File: config.mk
export PLATFORM = sky130hd
export DESIGN_NAME = triangle_max_path_sum_top
export DESIGN_NICKNAME = d
export VERILOG_FILES = /design/src/rtl/tmps_pkg.sv /design/src/rtl/triangle_max_path_sum_top.sv /design/src/rtl/tmps_ram.sv /design/src/rtl/tmps_issue.sv /design/src/rtl/tmps_update.sv
export SDC_FILE = /design/constraint.sdc
export NUM_CORES = 1
export LEC_CHECK = 0
export ABC_AREA = 1
export BUFFER_PORTS_ARGS = -buffer_cell sky130_fd_sc_hd__buf_2
export CORE_MARGIN = 10
export CORE_UTILIZATION = 31
export DETAILED_ROUTE_END_ITERATION = 16
export PLACE_DENSITY_LB_ADDON = 0.3
export SYNTH_ARGS = -nofsm -noshare
export SYNTH_HDL_FRONTEND = slang
export SYNTH_SLANG_ARGS = --single-unit
File: constraint.sdc
create_clock -name clk_i -period 11.6 [get_ports clk_i]
set_clock_uncertainty 0.15 [all_clocks]
set_input_delay 1.74 -clock clk_i [delete_from_list [all_inputs] [get_ports clk_i]]
set_output_delay 1.74 -clock clk_i [all_outputs]
set_load 0.03 [all_outputs]
File: src/rtl/tmps_pkg.sv
// ----------------------------------------------------------------------------
// tmps_pkg: shared types and constants for the triangle path-sum block
// widths, row-store depth and the structs passed between issue and update
// ----------------------------------------------------------------------------
package tmps_pkg;

  localparam int unsigned MAX_ROWS = 64;
  localparam int unsigned ROW_W    = $clog2(MAX_ROWS);
  localparam int unsigned VAL_W    = 8;
  localparam int unsigned SUM_W    = 14;
  localparam int unsigned CNT_W    = 7;
  localparam logic [SUM_W-1:0] SUM_MAX = {SUM_W{1'b1}};

  // item in flight between the read issue and the update stage
  typedef struct packed {
    logic             valid;
    logic [VAL_W-1:0] value;
    logic [ROW_W-1:0] addr;
    logic             first_col;
    logic             diag;
    logic             top_row;
    logic             rd_en;
    logic             last;
    logic             fwd;
    logic [SUM_W-1:0] fwd_data;
  } issue_t;

  // row-store write from the update stage
  typedef struct packed {
    logic             en;
    logic [ROW_W-1:0] addr;
    logic [SUM_W-1:0] data;
  } wr_t;

  // index of the last row for a given row count, with range clamping
  function automatic logic [ROW_W-1:0] last_row(input logic [CNT_W-1:0] cnt);
    int unsigned rc;
    rc = int'(cnt);
    if (rc == 0) rc = 1;
    if (rc > MAX_ROWS) rc = MAX_ROWS;
    return ROW_W'(rc - 1);
  endfunction

endpackage

File: src/rtl/triangle_max_path_sum_top.sv
// ----------------------------------------------------------------------------
// triangle_max_path_sum_top: streaming maximum path sum of a number triangle
//
//   channel   dir   handshake              payload
//   in        in    in_valid_i/in_stall_o  entry_value_i (8b, row-major)
//   out       out   out_valid_o/out_stall_i max_sum_o (14b, one per triangle)
//   cfg       in    cfg_valid_i/cfg_ready_o row_count_i (7b)
//
// one item per cycle unless stalled; results pass issue and result registers
// two stages: row-store read issue, then add/compare and write back
// reset clears positions and carries; the row store is not cleared
// input stalls only while a finishing item waits on a full result register
// ----------------------------------------------------------------------------
module triangle_max_path_sum_top (
  input  logic                       clk_i,
  input  logic                       rst_ni,
  input  logic                       in_valid_i,
  output logic                       in_stall_o,
  input  logic [tmps_pkg::VAL_W-1:0] entry_value_i,
  output logic                       out_valid_o,
  input  logic                       out_stall_i,
  output logic [tmps_pkg::SUM_W-1:0] max_sum_o,
  input  logic                       cfg_valid_i,
  output logic                       cfg_ready_o,
  input  logic [tmps_pkg::CNT_W-1:0] row_count_i
);
  import tmps_pkg::*;

  issue_t           s1;
  wr_t              wr;
  logic             hold;
  logic             re;
  logic [ROW_W-1:0] raddr;
  logic [SUM_W-1:0] rdata;

  tmps_issue u_issue (
    .clk_i         (clk_i),
    .rst_ni        (rst_ni),
    .in_valid_i    (in_valid_i),
    .in_stall_o    (in_stall_o),
    .entry_value_i (entry_value_i),
    .cfg_valid_i   (cfg_valid_i),
    .cfg_ready_o   (cfg_ready_o),
    .row_count_i   (row_count_i),
    .hold_i        (hold),
    .wr_i          (wr),
    .re_o          (re),
    .raddr_o       (raddr),
    .s1_o          (s1)
  );

  tmps_ram #(
    .WIDTH (SUM_W),
    .DEPTH (MAX_ROWS)
  ) u_best_row (
    .clk_i   (clk_i),
    .we_i    (wr.en),
    .waddr_i (wr.addr),
    .wdata_i (wr.data),
    .re_i    (re),
    .raddr_i (raddr),
    .rdata_o (rdata)
  );

  tmps_update u_update (
    .clk_i       (clk_i),
    .rst_ni      (rst_ni),
    .s1_i        (s1),
    .rdata_i     (rdata),
    .wr_o        (wr),
    .hold_o      (hold),
    .out_valid_o (out_valid_o),
    .out_stall_i (out_stall_i),
    .max_sum_o   (max_sum_o)
  );

endmodule

File: src/rtl/tmps_ram.sv
// ----------------------------------------------------------------------------
// tmps_ram: generic single-write, single-read RAM
// one write port, one read port with registered read data
// ----------------------------------------------------------------------------
module tmps_ram #(
  parameter int unsigned WIDTH = 8,
  parameter int unsigned DEPTH = 64
) (
  input  logic                     clk_i,
  input  logic                     we_i,
  input  logic [$clog2(DEPTH)-1:0] waddr_i,
  input  logic [WIDTH-1:0]         wdata_i,
  input  logic                     re_i,
  input  logic [$clog2(DEPTH)-1:0] raddr_i,
  output logic [WIDTH-1:0]         rdata_o
);

  logic [WIDTH-1:0] mem_q [DEPTH];
  logic [WIDTH-1:0] rdata_q;

  always_ff @(posedge clk_i) begin
    if (we_i) begin
      mem_q[waddr_i] <= wdata_i;
    end
    if (re_i) begin
      rdata_q <= mem_q[raddr_i];
    end
  end

  assign rdata_o = rdata_q;

endmodule

File: src/rtl/tmps_issue.sv
// ----------------------------------------------------------------------------
// tmps_issue: input acceptance, position tracking and row-store read issue
// holds the last-row index, steps column and row, flags same-entry forwarding
// ----------------------------------------------------------------------------
module tmps_issue (
  input  logic                          clk_i,
  input  logic                          rst_ni,
  input  logic                          in_valid_i,
  output logic                          in_stall_o,
  input  logic [tmps_pkg::VAL_W-1:0]    entry_value_i,
  input  logic                          cfg_valid_i,
  output logic                          cfg_ready_o,
  input  logic [tmps_pkg::CNT_W-1:0]    row_count_i,
  input  logic                          hold_i,
  input  tmps_pkg::wr_t                 wr_i,
  output logic                          re_o,
  output logic [tmps_pkg::ROW_W-1:0]    raddr_o,
  output tmps_pkg::issue_t              s1_o
);
  import tmps_pkg::*;

  logic [ROW_W-1:0] col_q, col_d;
  logic [ROW_W-1:0] row_q, row_d;
  logic [ROW_W-1:0] last_q;
  issue_t           s1_q, s1_d;
  logic             accept;
  logic             diag;
  logic             last_row_hit;

  assign cfg_ready_o  = 1'b1;
  assign in_stall_o   = hold_i;
  assign accept       = in_valid_i & ~hold_i;
  assign diag         = (col_q == row_q);
  assign last_row_hit = (row_q >= last_q);

  // the previous row only has entries left of the diagonal
  assign re_o    = accept & (col_q < row_q);
  assign raddr_o = col_q;

  always_comb begin
    col_d = col_q;
    row_d = row_q;
    s1_d  = s1_q;
    if (accept) begin
      if (diag) begin
        col_d = '0;
        row_d = last_row_hit ? '0 : row_q + 1'b1;
      end else begin
        col_d = col_q + 1'b1;
      end
      s1_d.valid     = 1'b1;
      s1_d.value     = entry_value_i;
      s1_d.addr      = col_q;
      s1_d.first_col = (col_q == '0);
      s1_d.diag      = diag;
      s1_d.top_row   = (row_q == '0);
      s1_d.rd_en     = re_o;
      s1_d.last      = diag & last_row_hit;
      // entry written by the update stage this cycle is not yet in the ram
      s1_d.fwd       = wr_i.en & (wr_i.addr == col_q);
      s1_d.fwd_data  = wr_i.data;
    end else if (!hold_i) begin
      s1_d.valid = 1'b0;
    end
  end

  always_ff @(posedge clk_i or negedge rst_ni) begin
    if (!rst_ni) begin
      col_q  <= '0;
      row_q  <= '0;
      last_q <= last_row(CNT_W'(4));
      s1_q   <= '0;
    end else begin
      col_q <= col_d;
      row_q <= row_d;
      s1_q  <= s1_d;
      if (cfg_valid_i && cfg_ready_o) begin
        last_q <= last_row(row_count_i);
      end
    end
  end

  assign s1_o = s1_q;

endmodule

File: src/rtl/tmps_update.sv
// ----------------------------------------------------------------------------
// tmps_update: parent selection, saturating add and row-store write back
// keeps the left-parent carry, the running row maximum and the result register
// ----------------------------------------------------------------------------
module tmps_update (
  input  logic                       clk_i,
  input  logic                       rst_ni,
  input  tmps_pkg::issue_t           s1_i,
  input  logic [tmps_pkg::SUM_W-1:0] rdata_i,
  output tmps_pkg::wr_t              wr_o,
  output logic                       hold_o,
  output logic                       out_valid_o,
  input  logic                       out_stall_i,
  output logic [tmps_pkg::SUM_W-1:0] max_sum_o
);
  import tmps_pkg::*;

  logic [SUM_W-1:0] left_q;
  logic [SUM_W-1:0] row_best_q, row_best_d;
  logic             out_valid_q;
  logic [SUM_W-1:0] max_sum_q;
  logic [SUM_W-1:0] old_here;
  logic [SUM_W-1:0] parent;
  logic [SUM_W:0]   sum_wide;
  logic [SUM_W-1:0] sum;
  logic             fire;

  // a finishing item waits only while the result register is still taken
  assign hold_o = s1_i.valid & s1_i.last & out_valid_q & out_stall_i;
  assign fire   = s1_i.valid & ~hold_o;

  always_comb begin
    if (!s1_i.rd_en) begin
      old_here = '0;
    end else if (s1_i.fwd) begin
      old_here = s1_i.fwd_data;
    end else begin
      old_here = rdata_i;
    end

    if (s1_i.top_row) begin
      parent = '0;
    end else if (s1_i.first_col) begin
      parent = old_here;
    end else if (s1_i.diag) begin
      parent = left_q;
    end else begin
      parent = (old_here > left_q) ? old_here : left_q;
    end

    sum_wide = {{(SUM_W + 1 - VAL_W){1'b0}}, s1_i.value} + {1'b0, parent};
    sum      = (sum_wide > {1'b0, SUM_MAX}) ? SUM_MAX : sum_wide[SUM_W-1:0];

    row_best_d = (s1_i.first_col || sum > row_best_q) ? sum : row_best_q;
  end

  assign wr_o.en   = fire;
  assign wr_o.addr = s1_i.addr;
  assign wr_o.data = sum;

  always_ff @(posedge clk_i or negedge rst_ni) begin
    if (!rst_ni) begin
      left_q      <= '0;
      row_best_q  <= '0;
      out_valid_q <= 1'b0;
    end else begin
      if (fire) begin
        left_q     <= old_here;
        row_best_q <= row_best_d;
      end
      if (fire && s1_i.last) begin
        out_valid_q <= 1'b1;
      end else if (!out_stall_i) begin
        out_valid_q <= 1'b0;
      end
    end
  end

  always_ff @(posedge clk_i) begin
    if (fire && s1_i.last) begin
      max_sum_q <= row_best_d;
    end
  end

  assign out_valid_o = out_valid_q;
  assign max_sum_o   = max_sum_q;

endmodule

After elaboration in Yosys (flattened, before gate mapping)
Memory sizes are Yosys's and may differ from the RTL's. A register that Yosys moved wholly into a read port is not among the register bits.
Cells that the tools add are included.
Widths: inputs -> output; s select.
- register bits after elaboration: 96
- bits in latches: 0
- bits in writable memories: 896
- ROM bits: 0
- bits of input ports: 20
- logic and storage cells: 67
- memories kept: 1
- $add $sub $neg: 4
- multiply operators: 0
- div/mod/pow operators: 0
- magnitude comparators: 6
- equal/unequal tests: 4
- shift-type cells: 0
- mux-type cells: 20
- bitwise operators: 9
- reduce and logical (&&, ||, !) cells: 6
- memory list (name ; words ; width ; read ports ; clocked after memory_dff ; wr ports ; line ; source):
    u_best_row.mem_q ; 64 ; 14 ; 1 ; 1 ; 1 ; tmps_ram.sv:18 ; logic [WIDTH-1:0] mem_q [DEPTH];
- operator list (operator ; count):
    $mux 14 ; 8
    $gt 32x7->1 const B ; 1
    $mux 32 ; 1
    $gt 14x14->1 ; 2
    $mux 6 ; 4
    $add 8x14->15 ; 1
    $gt 15x14->1 const B ; 1
    $add 6x1->6 const B ; 2
    $eq 6x6->1 ; 2
    $logic_not 6->1 ; 2
    $and 1x1->1 ; 8
    $logic_not 7->1 ; 1
    $mux 7 ; 1
    $ge 6x6->1 ; 1
    $lt 6x6->1 ; 1
    $mux 1 ; 6
    $sub 6x1->6 const B ; 1
    $ne 2x1->1 const B ; 1
    $ne 2x2->1 const B ; 1
    $reduce_and 2->1 ; 1
    $logic_and 1x1->1 ; 1
    $logic_or 1x1->1 ; 1
    $not 1->1 ; 1

Longest topological paths before layout
Gate-level depths: netlist (run 1).
- depth in word-level cells: 13
- mapped depth: 46
- gate-level depth less buffers: 42

Cells and area by module
From an unflattened synthesis (run 1), not the netlist that was laid out.
- cell total of the unflattened synthesis: 3904
- area, all modules: 43246.5 um^2
- by module, submodules not included (module ; times used ; cells each ; area an instance (um^2)):
    tmps_ram ; 1 ; 3088 ; 37045.5
    tmps_update ; 1 ; 476 ; 3470.8
    tmps_issue ; 1 ; 340 ; 2730.1

Worst setup path after synthesis (run 1)
No wires, ideal clock.
- kind: reg-to-reg
- from: register u_issue.s1_q, in the netlist u_issue.s1_o[14]
- to: register u_update.max_sum_q[10] (netlist: u_update.max_sum_o[10]) (data pin)
- setup time: 0.255 ns
- data arrival time: 6.474 ns
- data required time: 11.195 ns
- path slack: 4.721 ns
- cell stages (with the launch flop): 42
- path buffers: 5
- path through: dfrtp_1 -> buf_6 -> clkbuf_1 -> nor2_1 -> nor3_1 -> ha_1 -> nand2_1 -> nor2_1 -> nand4_1 -> inv_1 -> nand3_1 -> o21ai_1 -> inv_1 -> nand2_2 -> nand2_2 -> buf_6 -> inv_1 -> nor2_1 -> [... 6 more ...] -> a21oi_1 -> inv_1 -> nand4_2 -> nor2_4 -> nand3_4 -> buf_2 -> nand2_1 -> ha_1 -> a21oi_1 -> o221ai_1 -> nand2_1 -> o2111ai_1 -> o21ai_0 -> nand2_1 -> inv_1 -> clkbuf_1 -> nand2_1 -> and2_1
- cells in the longest elaborated chain, start to end: 13
- RTL lines (element ; line ; source):
    from (decl) ; tmps_issue.sv:25 ; issue_t s1_q, s1_d;
    from (signal assigned) ; tmps_issue.sv:72 ; s1_q <= '0;
    from (signal assigned) ; tmps_issue.sv:76 ; s1_q <= s1_d;
    $mux 14 * ; tmps_update.sv:35 ; end else if (s1_i.fwd) begin
    $mux 14 * ; tmps_update.sv:33 ; if (!s1_i.rd_en) begin
    via u_update.old_here[13] ; tmps_update.sv:22 ; logic [SUM_W-1:0] old_here;
    $gt 14x14->1 ; tmps_update.sv:48 ; parent = (old_here > left_q) ? old_here : left_q;
    $mux 14 ; tmps_update.sv:48 ;
    $mux 14 ; tmps_update.sv:45 ; end else if (s1_i.diag) begin
    $mux 14 * ; tmps_update.sv:43 ; end else if (s1_i.first_col) begin
    $mux 14 * ; tmps_update.sv:41 ; if (s1_i.top_row) begin
    $add 8x14->15 * ; tmps_update.sv:51 ; sum_wide = {{(SUM_W + 1 - VAL_W){1'b0}}, s1_i.value} + {1'b0, parent};
    $gt 15x14->1 ; tmps_update.sv:52 ; sum = (sum_wide > {1'b0, SUM_MAX}) ? SUM_MAX : sum_wide[SUM_W-1:0];
    $mux 14 * ; tmps_update.sv:52 ;
    via u_best_row.wdata_i[1] ; tmps_ram.sv:12 ; input logic [WIDTH-1:0] wdata_i,
    $gt 14x14->1 * ; tmps_update.sv:54 ; row_best_d = (s1_i.first_col || sum > row_best_q) ? sum : row_best_q;
    $logic_or 1x1->1 * ; tmps_update.sv:54 ;
    $mux 14 * ; tmps_update.sv:54 ;
    via u_update.row_best_d[10] ; tmps_update.sv:19 ; logic [SUM_W-1:0] row_best_q, row_best_d;
    to (signal assigned) ; tmps_update.sv:81 ; max_sum_q <= row_best_d;
    to (decl) ; tmps_update.sv:21 ; logic [SUM_W-1:0] max_sum_q;
Mark *: on every way through the listed nets, which the timed path passes. The rest lies on a longest branch.
A chain may end at the register's enable or synchronous reset.

Worst setup path in the final report (run 1)
- from: register u_issue.s1_q, in the netlist u_issue.s1_o[14]
- to: register u_update.max_sum_q[5] (netlist: u_update.max_sum_o[5]) (data pin)
Same word-level chain as after synthesis.

==> results of run 1 <==
per-stage QoR:
step / util (%) / area, sq um
after floorplan: - / 41230
after global placement: 33.07 / 43590
after detailed placement: 33.07 / 43590
after CTS: 35.55 / 46860
after global routing: 35.55 / 46860
final: 35.55 / 46860
cells by family (layout without fill, tap and decap cells):
kind of cell               count (synthesis)  in the layout  synth area share, %
buffers and inverters                    329            437                3.132
and+or+nand+nor                          996            996                10.01
AOI/OAI and AO/OA                        914            914                12.76
other                                      1              1             0.009095
DFF                                     1006           1006                72.28
xor gates and xnor gates                  10             10               0.2124
adders and majority gates                 52             52                1.596
per-layer routing:
metal	up-vias	global-route usage (%)
met3	189	3.266
met1	13400	19.93
met5	-	0
met4	8	4.752
li1	12240	-
met2	945	23.25
how the worst min path moves through the flow:
stage                            start                       to  cells past startpoint
3_5_place_dp    u_update.row_best_q[4]   u_update.row_best_q[4]                      2
4_1_cts         u_update.row_best_q[5]   u_update.row_best_q[5]                      2
2_1_floorplan         u_issue.s1_o[26]         u_issue.s1_o[26]                      2
3_3_place_gp   u_update.row_best_q[10]  u_update.row_best_q[10]                      2
6_report        u_update.row_best_q[6]   u_update.row_best_q[6]                      2
5_1_grt         u_update.row_best_q[1]   u_update.row_best_q[1]                      2
cell type report:
cell class	instances	area (sq um)	area share [%]
clock buffers	145	2869	6.123
flip-flops and latches	1006	29810	63.61
inverters	119	461.7	0.9853
clock inverters	50	401.6	0.8571
well taps	1755	2196	4.686
multi-input cells	1973	10230	21.84
repair buffers	123	888.4	1.896
placed cells by master (no fill, tap or decap), types with 12 or more instances in the layout:
master and n:
ha_1 51, nand3_1 51, nand2_1 259, and2_1 14, a221oi_1 38, clkinv_2 18, buf_4 85, edfxtp_1 924
nor2_1 558, o22ai_1 227, inv_1 112, clkbuf_1 32, buf_2 34, clkinv_1 20, dfrtp_1 78, nor2_2 21
nand3_2 14, o21ai_0 506, nand4_1 33, a22o_1 33, a21oi_1 56, o221ai_1 14, a31oi_1 12, nand2_2 19
clkbuf_16 106
critical path: cells and delay by family (launching register included):
kind                       cells  cell delay [ps]
and+or+nand+nor               20             3680
adders and majority gates      3              990
buffers and inverters          8             1710
DFF                            1              700
AOI/OAI and AO/OA              6              770
sequential cells by signal (all words and copies together) (netlist names):
name / cells
u_issue.s1_o: 35
u_issue.row_q: 6
u_update.left_q: 14
u_best_row.mem_q: 896
u_update.max_sum_o: 14
u_issue.last_q: 6
u_update.row_best_q: 14
u_best_row.rdata_o: 14
u_update.out_valid_o: 1
u_issue.raddr_o: 6
synth_stat cells, drive strengths merged, types with 23 or more instances:
master / n
edfxtp: 924
nor2: 585
o21ai: 512
nand2: 278
o22ai: 227
clkbuf: 187
inv: 118
dfrtp: 80
nand3: 67
a21oi: 58
ha: 51
a221oi: 38
nand4: 34
a22o: 33
buf: 23
==> results.yml, run 1 <==
route:
  wirelength_um: 112200
  wl_met3_um: 8707
  met1_length_um: 48540
  vias_per_cell: 5.178
  wl_met2_um: 51450
  vias: 26770
  first_pass_iters: 6
  drt-initial-drc-count: 2572
  drc: 0
  antenna_left: 0
  wl_per_cell_um: 21.69
  top_layer_used: "met5"
floorplanning:
  dieArea_sq_mm: 0.1480
  fp.coreArea_sq_mm: 0.1318
  rows: 133
  die_w_um: 384.7
  fp.dieH_um: 384.7
  start_util_pct: 31.28
  io_pins: 37
global_route:
  antenna_found_initial: 5
  grt_pass1_wl_um: 166800
  grt_pass1_vias: 25300
  grt_usage_pct: 14.69
  grt_overflow: 0
  grt_max_degree: 148
setup_path:
  crit_path_end_kind: "flip-flop"
  cp_max_fo: 66
  reg2reg_to: "u_update.max_sum_o[5]"
  start_kind: "flip-flop"
  r2r_setup_slack_ps: 3310
  timing.rr.start: "u_issue.s1_o[14]"
  max_stage_delay_ps: 700
  critPathKind: "flip-flop to flip-flop"
  worstSetupStartpoint: "u_issue.s1_o[14]"
  cp_slowest_cell: "dfrtp_1"
  crit_path_frequent_cell: "inv_1"
  cp.arrival_ps: 8560
  endpoint: "u_update.max_sum_o[5]"
  cp.required_ps: 11870
  reg2reg_depth: 37
flow_run:
  maxCapViolCount: 0
final_layout:
  fillers: 12740
  final_cells: 5171
  nets: 3401
  n_antenna_cell: 0
  drive_gt1_share_pct: 10.04
  area_delta_synth_final_pct: 13.65
timing:
  holdWs_ps: 328.6
  hold_viol_final: 0
  slew_violations: 0
  fmax_ghz: 0.1206
  rsz0062_at_grt: "no"
  min_period_ps: 8294
  tns_ps: 0
  fin_crit_sh_pct: 71.50
  setup_viol: 0
  worst_slew_pin_slew_ps: 1394
  final.setup.worst_slack_ps: 3306
  relSlewSlack_pct: 7.097
synthesis:
  synth.area.top_cells: "edfxtp_1 67%, o21ai_0 6.1%, nor2_1 5.3%"
  ys_ff_latch: 1006
  yosysSeqAreaShare_pct: 72.28
  syn_nets: 3380
  ys_async_sr_fraction_pct: 8.151
  yosys.area.top_type: "edfxtp_1"
  syn_avg_cell_area_sq_um: 12.46
  syn_area_sq_mm: 0.04123
  synth_edf_count: 924
  ys.flop_type: "edfxtp_1"
  netlist.area_leader.share_pct: 67.30
  syn_inst: 3308
  yosys.cell_types.count: 53
  yosys_warnings: 0
place:
  placed_cells: 4976
  dp_worst_setup_slack_ps: 3304
  port_buffers: 35
  dp_hpwl_um: 60930
  gp_congestion: 0.8205
clock_tree:
  cts.sinks: 1006
  insertion_delay_ps: 690
  cts-root-buf: "clkbuf_16"
  cts_buffers: 106
  clockBufferDepth: 3
  cts_resized: 0
  cts_max_level: 3
  cts_tree: "done"
  clk_pin_slew_ps: 70
  hold_buffers: 0
  post-cts-setup-buffers: 0
status:
  status: "finished clean"
worst_hold_path:
  worstHoldPathType: "flip-flop to flip-flop"
Power of run 1 is left out: the tool's default activity adds up to more than one toggle a clock period on the data nets, which glitch-free logic cannot reach.
==> run 2: changes to the inputs <==
==> constraint.sdc (replaced) <==
create_clock -name clk_i -period 7.2 [get_ports clk_i]
set_clock_uncertainty 0.15 [all_clocks]
set_input_delay 1.08 -clock clk_i [delete_from_list [all_inputs] [get_ports clk_i]]
set_output_delay 1.08 -clock clk_i [all_outputs]
set_load 0.03 [all_outputs]
==> run 2 against run 1 <==
  * Highest routed layer is now met4
  * Sequential share of layout area decreased by 0.33 points
  * Hold slack lost 220 ps
  * Die area is the same
  * Worst setup slack got worse by 2700 ps
  * Register-to-register slack worse by 2700 ps
==> results.yml, run 2 (synthesis gave the netlist of run 1 again) <==
setup_path:
  r2r_setup_slack_ps: 650
  cp_slowest_cell: "dfrtp_4"
  crit_path_frequent_cell: "inv_1"
  max_stage_delay_ps: 570
  cp.required_ps: 7470
  start_kind: "flip-flop"
  crit_path_end_kind: "flip-flop"
  cp_max_fo: 19
  cp.arrival_ps: 6820
  critPathKind: "flip-flop to flip-flop"
final_layout:
  largest_register_ffs: 896
  largest-register: "u_best_row.mem_q"
  area_delta_synth_final_pct: 14.26
  seq_area_sq_mm: 0.02981
  nets: 3422
  mostFrequentLayoutCell: "edfxtp_1"
  drive_gt1_share_pct: 11.13
  multi_input_area_sq_mm: 0.01027
  layout_common_cells: "924 x edfxtp_1, 566 x nor2_1, 506 x o21ai_0, 259 x nand2_1, 227 x o22ai_1"
  fillers: 12830
route:
  drt-initial-drc-count: 2871
  wirelength_um: 114300
  vias: 26670
  vias_per_cell: 5.132
  drc: 0
  antenna_left: 0
  first_pass_iters: 5
  wl_per_cell_um: 22.00
floorplanning:
  start_util_pct: 31.28
  dieArea_sq_mm: 0.1480
  die_w_um: 384.7
  fp.dieH_um: 384.7
  fp.coreArea_sq_mm: 0.1318
  rows: 133
  io_pins: 37
timing:
  hold_viol_final: 0
  fmax_ghz: 0.1527
  relSlewSlack_pct: 28.30
  rsz0062_at_grt: "no"
  setup_viol: 0
  tns_ps: 0
  min_period_ps: 6548
  slew_violations: 0
  worst_slew_pin_slew_ps: 1075
  fin_crit_sh_pct: 90.95
place:
  port_buffers: 35
  dp_hpwl_um: 63260
  gp_congestion: 0.8288
status:
  status: "finished clean"
clock_tree:
  cts_tree: "done"
  cts_max_level: 3
  clockBufferDepth: 3
  insertion_delay_ps: 690
  cts.sinks: 1006
  post-cts-setup-buffers: 0
  cts_buffers: 106
  hold_buffers: 0
  cts_resized: 0
  clk_pin_slew_ps: 60
  cts-root-buf: "clkbuf_16"
global_route:
  grt_overflow: 0
  grt_pass1_vias: 25150
  grt_usage_pct: 14.92
  grt_pass1_wl_um: 168300
  antenna_found_initial: 1
  grt_max_degree: 145
flow_run:
  maxCapViolCount: 0
worst_hold_path:
  worstHoldPathType: "primary input to async pin"
run 2: stage by stage:
step	hold WS, ps	cells	util [%]	worst slack, ps	instance area, sq um
global route	101.4	5195	35.74	27.53	47110
finish	110.7	5197	35.75	651.7	47110
global placement	312.8	4996	33.16	265.0	43710
CTS	73.64	5194	35.69	117.3	47040
floorplan	298.3	3308	-	321.3	41230
detailed placement	314.8	4996	33.16	186.9	43710
run 2: critical path, delay by kind of cell, from the launching register on:
kind                       cells  cell delay [ps]
DFF                            1              570
and+or+nand+nor               21             3020
adders and majority gates      4             1070
buffers and inverters          9              900
AOI/OAI and AO/OA              4              560
run 2: worst paths after layout:
| kind | to | from | cells past startpoint |
|---|---|---|---|
| min in group clk_i | u_update.row_best_q[10] | u_update.row_best_q[10] | 2 |
| worst max-delay path | u_update.max_sum_o[0] | u_issue.s1_o[14] | 38 |
| worst min-delay path | u_issue.last_q[4] | rst_ni | 1 |
| worst max register to register | u_update.max_sum_o[0] | u_issue.s1_o[14] | 38 |
| max in group asynchronous | u_issue.raddr_o[0] | rst_ni | 2 |
| worst min register to register | u_update.row_best_q[10] | u_update.row_best_q[10] | 2 |
run 2: area by class of cell:
cell class / instances / share of cell area [%]
antenna: 2 / 0.01062
clock buffer: 125 / 5.984
clock inverter: 73 / 1.100
inverter: 119 / 0.9880
multi-input combinational: 1974 / 21.80
sequential: 1006 / 63.28
tap: 1755 / 4.661
timing repair buffer: 143 / 2.178
run 2: layer usage:
layer  track usage, %  part of all wire [%]  vias up
li1                 -                     -    12280
met1            21.02                    44    13370
met2            23.30                    46      867
met3            2.319                   6.7      154
met4            5.184                   3.0        0
met5                0                     0        -
Power of run 2 is left out for the same reason.
